<file path="src/rtl/core/pop3_user_pass_sniffer_unit_assert.svh">
// Assertion macros for the POP3 USER/PASS sniffer.
`ifndef POP3_USER_PASS_SNIFFER_UNIT_ASSERT_SVH
`define POP3_USER_PASS_SNIFFER_UNIT_ASSERT_SVH
`ifndef SYNTHESIS
// Check a property on every clock edge outside reset.
`define P3US_ASSERT(label, prop) \
  label: assert property (@(posedge clk_i) disable iff (!rst_ni) (prop)) \
    else $error("pop3 sniffer assertion failed");
// Check that a condition in one cycle implies another in the same cycle.
`define P3US_ASSERT_IMPLY(label, ante, cons) \
  label: assert property (@(posedge clk_i) disable iff (!rst_ni) (ante) |-> (cons)) \
    else $error("pop3 sniffer implication failed");
// Check that a condition implies another in the next cycle.
`define P3US_ASSERT_NEXT(label, ante, cons) \
  label: assert property (@(posedge clk_i) disable iff (!rst_ni) (ante) |=> (cons)) \
    else $error("pop3 sniffer next-cycle check failed");
`else
`define P3US_ASSERT(label, prop)
`define P3US_ASSERT_IMPLY(label, ante, cons)
`define P3US_ASSERT_NEXT(label, ante, cons)
`endif
`endif

</file>
<file path="src/rtl/core/pop3us_pkg.sv">
// Shared types, constants and helper functions of the POP3 USER/PASS sniffer.
package pop3us_pkg;

  // Longest field accepted; the count width caps it at 255.
  localparam int unsigned MAX_FIELD_LEN = 255;
  localparam int unsigned FieldLimitInt = (MAX_FIELD_LEN > 255) ? 255 : MAX_FIELD_LEN;
  localparam logic [7:0] FIELD_LIMIT = 8'(FieldLimitInt);

  // Protocol characters
  localparam logic [7:0] CH_CR = 8'h0D;
  localparam logic [7:0] CH_LF = 8'h0A;
  localparam logic [7:0] CH_SP = 8'h20;
  localparam logic [7:0] CH_U  = 8'h55;
  localparam logic [7:0] CH_S  = 8'h53;
  localparam logic [7:0] CH_E  = 8'h45;
  localparam logic [7:0] CH_R  = 8'h52;
  localparam logic [7:0] CH_P  = 8'h50;
  localparam logic [7:0] CH_A  = 8'h41;
  localparam logic [7:0] LOWER_BIT = 8'h20;

  // Parser states; bit position equals the reported state code
  typedef enum logic [15:0] {
    ST_INIT      = 16'h0001,
    ST_GOT_U     = 16'h0002,
    ST_GOT_S     = 16'h0004,
    ST_GOT_E     = 16'h0008,
    ST_GOT_R     = 16'h0010,
    ST_NAME      = 16'h0020,
    ST_NAME_CR   = 16'h0040,
    ST_NAME_DONE = 16'h0080,
    ST_GOT_P     = 16'h0100,
    ST_GOT_A     = 16'h0200,
    ST_GOT_S1    = 16'h0400,
    ST_GOT_S2    = 16'h0800,
    ST_SECRET    = 16'h1000,
    ST_SECRET_CR = 16'h2000,
    ST_DONE      = 16'h4000,
    ST_ERR       = 16'h8000
  } state_e;

  // Reported state codes used in checks
  localparam logic [3:0] CODE_NAME   = 4'd5;
  localparam logic [3:0] CODE_SECRET = 4'd12;
  localparam logic [3:0] CODE_ERR    = 4'd15;

  // Field tags
  localparam logic FIELD_USER = 1'b0;
  localparam logic FIELD_PASS = 1'b1;

  // One result beat
  typedef struct packed {
    logic [3:0] parse_state;
    logic       capture_valid;
    logic       capture_field;
    logic [7:0] capture_byte;
    logic       field_end;
    logic [7:0] field_length;
    logic       overflow;
  } result_t;

  // Match a byte against an uppercase command letter
  function automatic logic letter_is(logic [7:0] c, logic [7:0] upper, logic ignore_case);
    return (c == upper) || (ignore_case && (c == (upper | LOWER_BIT)));
  endfunction

  // Turn the one-hot state into its 4-bit code
  function automatic logic [3:0] state_code(state_e st);
    logic [3:0] code;
    code = 4'd0;
    for (int i = 0; i < 16; i++) begin
      if (st[i]) begin
        code = code | 4'(i);
      end
    end
    return code;
  endfunction

endpackage

</file>
<file path="src/rtl/core/pop3us_fsm.sv">
// Next-state and result logic of the sniffer for one byte.
module pop3us_fsm import pop3us_pkg::*; (
  input  state_e     state_i,
  input  logic [7:0] user_cnt_i,
  input  logic [7:0] pass_cnt_i,
  input  logic       ignore_case_i,
  input  logic [7:0] rx_byte_i,
  input  logic       restart_i,
  output state_e     state_o,
  output logic [7:0] user_cnt_o,
  output logic [7:0] pass_cnt_o,
  output result_t    result_o
);

  state_e     cur;
  state_e     nxt;
  logic [7:0] ucnt;
  logic [7:0] pcnt;
  logic [7:0] ucnt_nxt;
  logic [7:0] pcnt_nxt;
  logic       field;
  logic       cap;
  logic       fend;
  logic       ovf;

  // Apply restart ahead of the byte
  always_comb begin
    cur  = restart_i ? ST_INIT : state_i;
    ucnt = restart_i ? 8'd0 : user_cnt_i;
    pcnt = restart_i ? 8'd0 : pass_cnt_i;
  end

  // Step the parser
  always_comb begin
    nxt      = cur;
    ucnt_nxt = ucnt;
    pcnt_nxt = pcnt;
    cap      = 1'b0;
    fend     = 1'b0;
    ovf      = 1'b0;
    unique case (cur)
      ST_INIT:      nxt = letter_is(rx_byte_i, CH_U, ignore_case_i) ? ST_GOT_U : ST_INIT;
      ST_GOT_U:     nxt = letter_is(rx_byte_i, CH_S, ignore_case_i) ? ST_GOT_S : ST_ERR;
      ST_GOT_S:     nxt = letter_is(rx_byte_i, CH_E, ignore_case_i) ? ST_GOT_E : ST_ERR;
      ST_GOT_E:     nxt = letter_is(rx_byte_i, CH_R, ignore_case_i) ? ST_GOT_R : ST_ERR;
      ST_GOT_R:     nxt = (rx_byte_i == CH_SP) ? ST_NAME : ST_ERR;
      ST_NAME: begin
        if (rx_byte_i == CH_CR) begin
          fend = 1'b1;
          nxt  = ST_NAME_CR;
        end else if (ucnt >= FIELD_LIMIT) begin
          ovf = 1'b1;
          nxt = ST_ERR;
        end else begin
          ucnt_nxt = ucnt + 8'd1;
          cap      = 1'b1;
        end
      end
      ST_NAME_CR:   nxt = (rx_byte_i == CH_LF) ? ST_NAME_DONE : ST_ERR;
      ST_NAME_DONE: nxt = letter_is(rx_byte_i, CH_P, ignore_case_i) ? ST_GOT_P : ST_ERR;
      ST_GOT_P:     nxt = letter_is(rx_byte_i, CH_A, ignore_case_i) ? ST_GOT_A : ST_ERR;
      ST_GOT_A:     nxt = letter_is(rx_byte_i, CH_S, ignore_case_i) ? ST_GOT_S1 : ST_ERR;
      ST_GOT_S1:    nxt = letter_is(rx_byte_i, CH_S, ignore_case_i) ? ST_GOT_S2 : ST_ERR;
      ST_GOT_S2:    nxt = (rx_byte_i == CH_SP) ? ST_SECRET : ST_ERR;
      ST_SECRET: begin
        if (rx_byte_i == CH_CR) begin
          fend = 1'b1;
          nxt  = ST_SECRET_CR;
        end else if (pcnt >= FIELD_LIMIT) begin
          ovf = 1'b1;
          nxt = ST_ERR;
        end else begin
          pcnt_nxt = pcnt + 8'd1;
          cap      = 1'b1;
        end
      end
      ST_SECRET_CR: nxt = (rx_byte_i == CH_LF) ? ST_DONE : ST_ERR;
      ST_DONE:      nxt = ST_DONE;
      ST_ERR:       nxt = ST_ERR;
      default:      nxt = ST_ERR;
    endcase
  end

  // Password field runs from the name line end through done
  assign field = (cur == ST_NAME_DONE) || (cur == ST_GOT_P) || (cur == ST_GOT_A) ||
                 (cur == ST_GOT_S1) || (cur == ST_GOT_S2) || (cur == ST_SECRET) ||
                 (cur == ST_SECRET_CR) || (cur == ST_DONE);

  // Build the result beat; error state reports nothing but its code
  always_comb begin
    result_o.parse_state   = state_code(nxt);
    result_o.capture_valid = cap;
    result_o.capture_byte  = cap ? rx_byte_i : 8'd0;
    result_o.field_end     = fend;
    result_o.overflow      = ovf;
    if (cur == ST_ERR) begin
      result_o.capture_field = FIELD_USER;
      result_o.field_length  = 8'd0;
    end else begin
      result_o.capture_field = field;
      result_o.field_length  = field ? pcnt_nxt : ucnt_nxt;
    end
  end

  assign state_o    = nxt;
  assign user_cnt_o = ucnt_nxt;
  assign pass_cnt_o = pcnt_nxt;

endmodule

</file>
<file path="src/rtl/core/pop3_user_pass_sniffer_unit.sv">
// POP3 USER/PASS sniffer: one client byte in, one parse result out, each beat.
// Takes one byte per clock cycle while the result channel is not stalled; a byte
// lands in the input register, and the parser step loads the result register from
// it once the result register is free. The single parser step sits between those
// two registers, and its state feeds the next byte directly. ignore_case resets
// to 1; the user must write it with cfg_we_i only while no byte is in flight, as
// the block itself does not enforce this. Reset clears the parser to its initial
// state with both field counts at zero.
`include "pop3_user_pass_sniffer_unit_assert.svh"
module pop3_user_pass_sniffer_unit import pop3us_pkg::*; (
  input  logic       clk_i,
  input  logic       rst_ni,
  // configuration
  input  logic       cfg_we_i,
  input  logic       cfg_wdata_i,
  // input channel
  input  logic       in_valid_i,
  output logic       in_stall_o,
  input  logic [7:0] rx_byte_i,
  input  logic       restart_i,
  // result channel
  output logic       out_valid_o,
  input  logic       out_stall_i,
  output logic [3:0] parse_state_o,
  output logic       capture_valid_o,
  output logic       capture_field_o,
  output logic [7:0] capture_byte_o,
  output logic       field_end_o,
  output logic [7:0] field_length_o,
  output logic       overflow_o
);

  logic       ignore_case_q;
  logic       in_valid_q, in_valid_d;
  logic [7:0] rx_byte_q;
  logic       restart_q;
  logic       out_valid_q, out_valid_d;
  result_t    result_q, result_d;
  state_e     state_q, state_d;
  logic [7:0] user_cnt_q, user_cnt_d;
  logic [7:0] pass_cnt_q, pass_cnt_d;
  logic       out_ready;
  logic       in_take;
  logic       step;

  // Handshake: the result register frees when empty or taken
  assign out_ready  = !out_valid_q || !out_stall_i;
  assign step       = in_valid_q && out_ready;
  assign in_stall_o = in_valid_q && !out_ready;
  assign in_take    = in_valid_i && !in_stall_o;

  assign in_valid_d  = in_take ? 1'b1 : (step ? 1'b0 : in_valid_q);
  assign out_valid_d = out_ready ? in_valid_q : out_valid_q;

  // Hold the configuration register
  always_ff @(posedge clk_i or negedge rst_ni) begin
    if (!rst_ni) begin
      ignore_case_q <= 1'b1;
    end else if (cfg_we_i) begin
      ignore_case_q <= cfg_wdata_i;
    end
  end

  // Input register
  always_ff @(posedge clk_i or negedge rst_ni) begin
    if (!rst_ni) begin
      in_valid_q <= 1'b0;
    end else begin
      in_valid_q <= in_valid_d;
    end
  end

  always_ff @(posedge clk_i) begin
    if (in_take) begin
      rx_byte_q <= rx_byte_i;
      restart_q <= restart_i;
    end
  end

  // Parser step
  pop3us_fsm u_fsm (
    .state_i      (state_q),
    .user_cnt_i   (user_cnt_q),
    .pass_cnt_i   (pass_cnt_q),
    .ignore_case_i(ignore_case_q),
    .rx_byte_i    (rx_byte_q),
    .restart_i    (restart_q),
    .state_o      (state_d),
    .user_cnt_o   (user_cnt_d),
    .pass_cnt_o   (pass_cnt_d),
    .result_o     (result_d)
  );

  // Advance parser state on each processed beat
  always_ff @(posedge clk_i or negedge rst_ni) begin
    if (!rst_ni) begin
      state_q     <= ST_INIT;
      user_cnt_q  <= 8'd0;
      pass_cnt_q  <= 8'd0;
      out_valid_q <= 1'b0;
    end else begin
      out_valid_q <= out_valid_d;
      if (step) begin
        state_q    <= state_d;
        user_cnt_q <= user_cnt_d;
        pass_cnt_q <= pass_cnt_d;
      end
    end
  end

  // Result register
  always_ff @(posedge clk_i) begin
    if (step) begin
      result_q <= result_d;
    end
  end

  assign out_valid_o     = out_valid_q;
  assign parse_state_o   = result_q.parse_state;
  assign capture_valid_o = result_q.capture_valid;
  assign capture_field_o = result_q.capture_field;
  assign capture_byte_o  = result_q.capture_byte;
  assign field_end_o     = result_q.field_end;
  assign field_length_o  = result_q.field_length;
  assign overflow_o      = result_q.overflow;

  // Checks
  `P3US_ASSERT_IMPLY(a_capture_in_field, out_valid_q && result_q.capture_valid,
                     result_q.parse_state == CODE_NAME || result_q.parse_state == CODE_SECRET)
  `P3US_ASSERT_IMPLY(a_overflow_is_error, out_valid_q && result_q.overflow, result_q.parse_state == CODE_ERR)
  `P3US_ASSERT_NEXT(a_error_sticky, state_q == ST_ERR && !(in_valid_q && restart_q),
                    state_q == ST_ERR)
  `P3US_ASSERT_IMPLY(a_stall_needs_item, in_stall_o, in_valid_q && out_valid_q)

endmodule

</file>
<file path="config.mk">
export PLATFORM = sky130hd
export DESIGN_NAME = pop3_user_pass_sniffer_unit
export DESIGN_NICKNAME = d
export VERILOG_FILES = /design/src/rtl/core/pop3us_pkg.sv /design/src/rtl/core/pop3us_fsm.sv /design/src/rtl/core/pop3_user_pass_sniffer_unit.sv
export VERILOG_INCLUDE_DIRS = /design/src /design/src/rtl/core
export SDC_FILE = /design/constraint.sdc
export NUM_CORES = 1
export LEC_CHECK = 0
export BUFFER_PORTS_ARGS = -buffer_cell sky130_fd_sc_hd__buf_2
export CORE_MARGIN = 5
export CORE_UTILIZATION = 43
export DETAILED_ROUTE_END_ITERATION = 16
export PLACE_DENSITY = 0.62
export SLEW_MARGIN = 10
export SYNTH_ARGS = -nofsm -noshare
export SYNTH_HDL_FRONTEND = slang
export SYNTH_SLANG_ARGS = --single-unit
export TNS_END_PERCENT = 10
</file>
<file path="constraint.sdc">
create_clock -name clk_i -period 4.3 [get_ports clk_i]
set_input_delay 0.86 -clock clk_i [delete_from_list [all_inputs] [get_ports clk_i]]
set_output_delay 0.86 -clock clk_i [all_outputs]
set_load 0.01 [all_outputs]
</file>
==> results.yml, run 1 <==
pwr:
  p_clk_share_pct: 39.4
  ir_drop_mv: 0.199
  switchingPower_mw: 0.431
  power_frac_seq_pct: 47.1
  p_leak_nw: 1.76
  p_sw_share_pct: 26.6
  power_frac_comb_pct: 13.5
  pwr_density_cell_mw_per_mm2: 359
  power_mw: 1.62
  p_int_mw: 1.19
clock_tree:
  clkLatencyLatePin_ns: 0.36
  cts_setup_buffers: 0
  cts.repair.resized: 0
  cts_max_level: 3
  cts_buffer_depth: 2
  hold_buffers: 0
  cts_tree: "built"
  cts-root-buf: "clkbuf_8"
  clock-sinks: 68
  path_clk_slew_ns: 0.08
  cts_made_buffers: 9
layout:
  drive_gt1_share_pct: 16.8
  syn2layout_area_growth_pct: 13.4
  final_nets: 471
  diodes: 0
  layout_common_cells: "65 x nand2_1, 40 x buf_2, 33 x o21ai_0, 33 x edfxtp_1, 33 x dfrtp_1"
  register_area_sq_mm: 0.00187
  fill_cells: 855
  mostFrequentLayoutCell: "nand2_1"
  multi_input_area_sq_mm: 0.00200
  postLayoutCoreUtil_pct: 49.5
routing:
  first_pass_iters: 5
  wl_per_cell_microns: 17.6
  drc: 0
  drt_iter0_drc: 297
  routed_wl_mm: 10.0
  avgViaCountPerCell: 5.90
  via_count: 3361
  route.antenna.remaining_nets: 0
synth:
  yosysSeqAreaShare_pct: 47.0
  synth_ff_type: "edfxtp_1"
  synth_edf_count: 33
  synthTopCellsByArea: "edfxtp_1 25%, dfrtp_1 21%, nand2_1 6.1%"
  avgSynthCellArea_sq_um: 9.52
  synth-seq-cells: 68
  syn_inst: 418
  netlist_area_sq_mm: 0.00398
  async_reset_ff_share_pct: 51.5
  yosys_warnings: 0
  synth_nets: 435
  synth_top_area_cell: "edfxtp_1"
  synth_top_area_share_pct: 24.9
  synthDistinctLibCells: 61
sta:
  fin_crit_ns: 3.20
  setup_viol: 0
  finalHoldViolations: 0
  finalSetupTns_ns: 0
  fin_crit_sh_pct: 74.4
  rsz0062_at_grt: "false"
  max_slew.worst_pin.slew_ns: 0.915
  fmax_mhz: 313
  slew_headroom_pct: 38.8
  whs_ns: 0.497
  fin_skew_ns: 0.0120
  maxSlewViolCount: 0
die:
  initial_core_util_pct: 43.7
  dieWidth_microns: 106
  die_area_sq_mm: 0.0113
  core_area_sq_mm: 0.00911
  num_rows: 35
  die_h_microns: 106
  ioPinCount: 41
worst_setup_path:
  worst_setup_path_start_kind: "flop"
  worstPathMaxFanout: 22
  worstRegToRegCells: 9
  timing.rr.start: "restart_q"
  arrival_ns: 3.27
  end_kind: "flop"
  path_cells: "buf_4 -> nor2b_1 -> ha_1 -> nand4b_1 -> nor4_1 -> nor4_4 -> nand4_1 -> xor2_1 -> o211ai_1"
  criticalPathCategory: "reg2reg"
  cp.required_ns: 4.37
  cp_slowest_stage_delay_ns: 0.68
  r2r_setup_slack_ns: 1.10
  r2r_end: "field_length_o[5]"
  crit_slowest_cell: "edfxtp_1"
place:
  port_buffers: 40
  dp_hpwl_mm: 7.25
  gp_congestion: 0.976
global_routing:
  grt_max_degree: 52
  grt_util_all_layers_pct: 18.4
  grt.overflow.total: 0
  grt_util_met1_pct: 26.9
  grt_use_met2_pct: 27.2
  grt_pass1_vias: 3131
  met3_usage_pct: 4.01
  antenna_found_initial: 0
  grt_pass1_wl_mm: 16.3
  busiest_layer: "met2"
min_path:
  hold_class: "reg2reg"
  worstHoldStart: "in_valid_q"
  min_path_cells: 1
  whs_endpoint: "out_valid_o"
flow_run:
  cap_violations: 0
status:
  run_status: "finished clean"
-- critical path: cells and delay by family (launching register included) --
kind            cells  cell delay [ns]
xor+xnor            1             0.22
compound gates      1             0.10
buf+inv             1             0.34
simple gates        5             1.32
flops               1             0.68
fa+ha+maj           1             0.25
-- power groups by stage --
stage          combinational, mW  sequential [mW]  clock (mW)
2_1_floorplan              0.135            0.778           0
3_3_place_gp               0.219            0.776           0
3_5_place_dp               0.219            0.777           0
4_1_cts                    0.220            0.764       0.652
5_1_grt                    0.241            0.770       0.678
6_report                   0.219            0.764       0.638
-- stage by stage --
step / instances / setup WS, ns / cell area, sq um
2_1_floorplan: 418 / 1.19 / 3980
3_3_place_gp: 554 / 1.24 / 4270
3_5_place_dp: 554 / 1.16 / 4270
4_1_cts: 570 / 1.11 / 4510
5_1_grt: 570 / 0.903 / 4510
6_report: 570 / 1.10 / 4510
-- layer usage --
layer  part of all wire [%]  vias up
met3                    6.2       15
li1                       -     1630
met4                    1.7        0
met2                     45      132
met5                      0        -
met1                     47     1584
-- how the worst max path moves through the flow --
stage	to	cells past startpoint	start	slack, ns
CTS	field_length_o[5]	9	restart_q	1.11
global placement	field_length_o[5]	9	restart_q	1.24
detailed placement	field_length_o[5]	9	restart_q	1.16
global route	field_length_o[5]	9	restart_q	0.90
floorplan	field_length_o[2]	11	restart_q	1.19
finish	field_length_o[5]	9	restart_q	1.10
-- flip-flops by register name, summed over array words and instances, names as in the netlist --
register         cells
in_valid_q           1
parse_state_o        4
rx_byte_q            8
capture_byte_o       8
ignore_case_q        1
restart_q            1
capture_valid_o      1
overflow_o           1
pass_cnt_q           8
capture_field_o      1
field_end_o          1
state_q             16
field_length_o       8
user_cnt_q           8
out_valid_o          1
-- synthesized netlist by cell type, types with 3 or more instances --
cell	count
a211oi_1	3
a21oi_1	10
a31oi_1	7
and2_1	8
and3_1	3
and4b_1	3
buf_2	4
clkbuf_1	15
dfrtp_1	33
edfxtp_1	33
inv_1	10
mux2i_1	3
nand2_1	65
nand2b_1	9
nand3_1	15
nand4_1	9
nand4b_1	3
nor2_1	26
nor2b_1	16
nor3_1	8
nor4_1	9
nor4_2	4
nor4_4	4
nor4b_1	7
o2111ai_1	3
o21ai_0	33
o22ai_1	6
o31ai_1	8
or3_1	4
or4_1	3
xnor2_1	7
xor2_1	6
-- kinds of logic (layout without fill, tap and decap cells) --
logic type / after synthesis / count (layout) / share of synthesized area (%)
flops: 68 / 68 / 47.0
xor+xnor: 13 / 13 / 2.86
mux: 5 / 5 / 1.32
simple gates: 208 / 208 / 30.4
buf+inv: 29 / 70 / 2.86
compound gates: 93 / 93 / 14.9
fa+ha+maj: 2 / 2 / 0.629
-- layout make-up --
cell class                      instances  share of cell area [%]
Multi-Input combinational cell        321                    44.2
Tap cell                              111                    3.08
Clock inverter                          7                    2.55
Sequential cell                        68                    41.4
Timing Repair Buffer                   44                    5.10
Inverter                               10                   0.832
Clock buffer                            9                    2.75
Note: power is estimated with default switching activity, not from simulation.
==> run 2, diff against run 1 <==
PLACE_DENSITY = 0.65   (was 0.62)
clock period = 2.8 ns   (was 4.3 ns; I/O delays follow)
==> results.yml, run 2 (synthesis gave the netlist of run 1 again) <==
worst_setup_path:
  crit_slowest_cell: "o31ai_1"
  worst_setup_path_start_kind: "flop"
  r2r_end: "parse_state_o[2]"
  crit_end: "parse_state_o[2]"
  criticalPathCategory: "reg2reg"
  arrival_ns: 2.77
  worstRegToRegCells: 8
  cp_slowest_stage_delay_ns: 0.52
  worstPathMaxFanout: 6
  cp.required_ns: 2.89
  end_kind: "flop"
  cp-startpoint: "rx_byte_q[4]"
  r2r_setup_slack_ns: 0.12
  path_cells: "or3_1 -> o31ai_1 -> nor3_4 -> buf_4 -> a22oi_1 -> o2111ai_1 -> a21oi_2 -> nand3_1"
  timing.rr.start: "rx_byte_q[4]"
place:
  gp_congestion: 1.01
  dp_hpwl_mm: 8.41
  dp_slack_ns: -0.00247
  port_buffers: 40
pwr:
  power_frac_seq_pct: 46.8
  p_sw_share_pct: 28.4
  switchingPower_mw: 0.705
  power_frac_comb_pct: 16.1
  p_int_mw: 1.78
  p_clk_share_pct: 37.1
  pwr_density_cell_mw_per_mm2: 517
  p_leak_nw: 1.95
  ir_drop_mv: 0.287
status:
  run_status: "finished clean"
sta:
  fin_skew_ns: 0.00726
  fin_crit_sh_pct: 95.7
  slew_headroom_pct: 44.7
  setup_viol: 0
  setup_ws_ns: 0.120
  rsz0062_at_grt: "true"
  finalSetupTns_ns: 0
  max_slew.worst_pin.slew_ns: 0.829
  finalHoldViolations: 0
  fmax_mhz: 373
  whs_ns: 0.294
  fin_crit_ns: 2.68
  maxSlewViolCount: 0
global_routing:
  grt_pass1_vias: 3424
  antenna_found_initial: 0
  grt_max_degree: 52
  grt.overflow.total: 0
  grt_util_all_layers_pct: 20.3
  grt_pass1_wl_mm: 17.9
clock_tree:
  clkLatencyLatePin_ns: 0.36
  path_clk_slew_ns: 0.08
  cts-root-buf: "clkbuf_8"
  cts_made_buffers: 9
  hold_buffers: 0
  cts_buffer_depth: 2
  cts_tree: "built"
  cts_max_level: 3
  clock-sinks: 68
die:
  die_h_microns: 106
  ioPinCount: 41
  initial_core_util_pct: 43.7
  die_area_sq_mm: 0.0113
  dieWidth_microns: 106
  num_rows: 35
  core_area_sq_mm: 0.00911
routing:
  first_pass_iters: 5
  routed_wl_mm: 11.2
  via_count: 3557
  drc: 0
  avgViaCountPerCell: 5.86
  wl_per_cell_microns: 18.5
  drt_iter0_drc: 212
  route.antenna.remaining_nets: 0
layout:
  layout_common_cells: "65 x nand2_1, 41 x buf_4, 40 x buf_2"
  largest_reg_flops: 16
  diodes: 0
  top_register: "state_q"
  mostFrequentLayoutCell: "nand2_1"
  final_nets: 508
  drive_gt1_share_pct: 23.6
  syn2layout_area_growth_pct: 20.7
flow_run:
  cap_violations: 0
min_path:
  hold_class: "in2async"
## run 2: layout make-up
class / count / area [sq um]
clock buffer: 9 / 124
multi-input combinational: 321 / 2030
timing repair buffer: 81 / 508
clock inverter: 7 / 97.6
tap: 111 / 139
sequential: 68 / 1870
inverter: 10 / 37.5
fill: 843 / 4310
## run 2: worst min-delay path by stage
| stage | from | endpoint | depth (start not counted) |
|---|---|---|---|
| after global placement | in_valid_q | out_valid_o | 1 |
| after global routing | rx_byte_i[7] | rx_byte_q[7] | 1 |
| after floorplan | rst_ni | in_valid_q | 0 |
| final | rst_ni | state_q[11] | 1 |
| after detailed placement | user_cnt_q[1] | user_cnt_q[1] | 2 |
| after CTS | rst_ni | state_q[11] | 1 |
## run 2: power by group through the flow
stage	registers [mW]	clock network (mW)	logic, mW
floorplan	1.19	0	0.209
global placement	1.18	0	0.376
detailed placement	1.18	0	0.377
CTS	1.16	0.949	0.381
global route	1.17	0.988	0.437
finish	1.16	0.923	0.399
## run 2: per-stage QoR
step | instances | cell area (sq um) | util [%] | power [mW]
4_1_cts | 603 | 4750 | 52.2 | 2.49
3_5_place_dp | 587 | 4530 | 49.7 | 1.56
6_report | 607 | 4800 | 52.7 | 2.49
5_1_grt | 607 | 4800 | 52.7 | 2.60
3_3_place_gp | 587 | 4530 | 49.7 | 1.56
2_1_floorplan | 418 | 3990 | - | 1.40
## run 2: critical path: cells and delay by family, from the launching register on
kind / cells / cell delay, ns
compound gates: 4 / 1.10
simple gates: 3 / 0.69
flops: 1 / 0.45
buf+inv: 1 / 0.18
## run 2: metal layers
metal	GRT usage [%]	routed length (microns)
met1	26.7	4850
met3	4.19	771
met2	32.9	5330
met4	7.68	259
met5	0	0
## run 2: repair_timing
| action | in CTS | in global routing |
|---|---|---|
| buffers inserted | 0 | 4 |
| setup endpoints to repair | 2 | 15 |
| gates resized for setup | 1 | 4 |
| pin swaps | 0 | 2 |
==> run 3, diff against run 2 <==
RECOVER_POWER = 25   (was default)
==> results.yml, run 3 (synthesis gave the netlist of run 1 again) <==
die:
  core_area_sq_mm: 0.00911
  initial_core_util_pct: 43.7
  num_rows: 35
  dieWidth_microns: 106
  die_area_sq_mm: 0.0113
  ioPinCount: 41
  die_h_microns: 106
global_routing:
  grt_max_degree: 52
  grt_pass1_vias: 3424
  grt.overflow.total: 0
  antenna_found_initial: 0
  grt_pass1_wl_mm: 17.9
  grt_util_all_layers_pct: 20.3
clock_tree:
  cts_max_level: 3
  cts_tree: "built"
  cts_buffer_depth: 2
  clock-sinks: 68
  cts-root-buf: "clkbuf_8"
  cts_made_buffers: 9
  clkLatencyLatePin_ns: 0.36
  hold_buffers: 0
  path_clk_slew_ns: 0.07
place:
  dp_hpwl_mm: 8.41
  port_buffers: 40
  gp_congestion: 1.01
worst_setup_path:
  r2r_setup_slack_ns: 0.12
  crit_buf_inv: 1
  criticalPathCategory: "reg2reg"
  crit_slowest_cell: "o31ai_1"
  path_cells: "or3_1 -> o31ai_1 -> nor3_4 -> buf_4 -> a22oi_1 -> o2111ai_1 -> a21oi_2 -> nand3_1"
  arrival_ns: 2.77
  worst_setup_path_start_kind: "flop"
  cp.required_ns: 2.89
  critical-path-top-delay-family: "compound AO/OA/AOI/OAI gates"
  end_kind: "flop"
  cp_slowest_stage_delay_ns: 0.52
  worstPathMaxFanout: 6
sta:
  maxSlewViolCount: 36
  rsz0062_at_grt: "true"
  whs_ns: 0.378
  fin_skew_ns: 0.00726
  setup_viol: 0
  fin_crit_ns: 2.68
  finalHoldViolations: 0
  finalSetupTns_ns: 0
  fmax_mhz: 373
  max_slew.worst_pin.slew_ns: 1.99
  fin_crit_sh_pct: 95.7
  slew_headroom_pct: -32.4
flow_run:
  cap_violations: 1
layout:
  diodes: 0
  mostFrequentLayoutCell: "nand2_1"
  layout_common_cells: "65 x nand2_1, 41 x buf_4, 39 x buf_2"
  top_register: "state_q"
  largest_reg_flops: 16
  syn2layout_area_growth_pct: 20.7
  drive_gt1_share_pct: 23.2
  final_nets: 508
pwr:
  p_leak_nw: 1.95
  pwr_density_cell_mw_per_mm2: 517
  power_mw: 2.48
  ir_drop_mv: 0.287
routing:
  drc: 0
  route.antenna.remaining_nets: 0
  routed_wl_mm: 11.2
  first_pass_iters: 5
  wl_per_cell_microns: 18.5
  via_count: 3552
  drt_iter0_drc: 210
  avgViaCountPerCell: 5.85
min_path:
  hold_class: "in2reg"
status:
  violations: "capacitance limit, slew limit"
  run_status: "finished, violations left"
## run 3: path summary, 6_finish.rpt
kind	from	cells past startpoint	endpoint
worst max-delay path	rx_byte_q[4]	8	parse_state_o[2]
worst min-delay path	rx_byte_i[4]	1	rx_byte_q[4]
worst max register to register	rx_byte_q[4]	8	parse_state_o[2]
worst min register to register	user_cnt_q[1]	2	user_cnt_q[1]
max in group asynchronous	rst_ni	1	pass_cnt_q[2]
min in group asynchronous	rst_ni	1	state_q[11]
## run 3: cell type report
type	count	area [sq um]
Multi-Input combinational cell	321	2030
Sequential cell	68	1870
Clock inverter	7	97.6
Fill cell	844	4310
Clock buffer	9	124
Tap cell	111	139
Inverter	10	37.5
Timing Repair Buffer	81	507
## run 3: worst reg2reg max path, stage by stage, from the launching register on
cell and delay (ns):
edfxtp_1 0.45, or3_1 0.46, o31ai_1 0.52, nor3_4 0.12, buf_4 0.18, a22oi_1 0.16, o2111ai_1 0.16, a21oi_2 0.26
nand3_1 0.12
## run 3: timing repair
item	CTS	global route
setup buffers	0	4
pin swaps	0	2
setup endpoints to repair	2	15
gates cloned	0	0
resized for setup	1	4
## run 3: layer usage
metal,GRT usage [%],up-vias,wire length (microns)
met5,0,-,0
met4,7.68,0,259
met3,4.19,22,780
met2,32.9,155,5340
met1,26.7,1665,4830
li1,-,1710,-
## run 3: where the power goes
group	internal, mW	switching, mW
combinational	0.153	0.246
sequential	1.12	0.0432
clock	0.506	0.416
## run 3: stage by stage
stage                     utilization (%)  instances  cell area, sq um  worst slack (ns)
final                                52.7        607              4800             0.120
after global routing                 52.7        607              4800           -0.0357
after CTS                            52.2        603              4750            0.0456
after detailed placement             49.7        587              4530          -0.00247
after global placement               49.7        587              4530            0.0633
after floorplan                         -        418              3990            0.0549
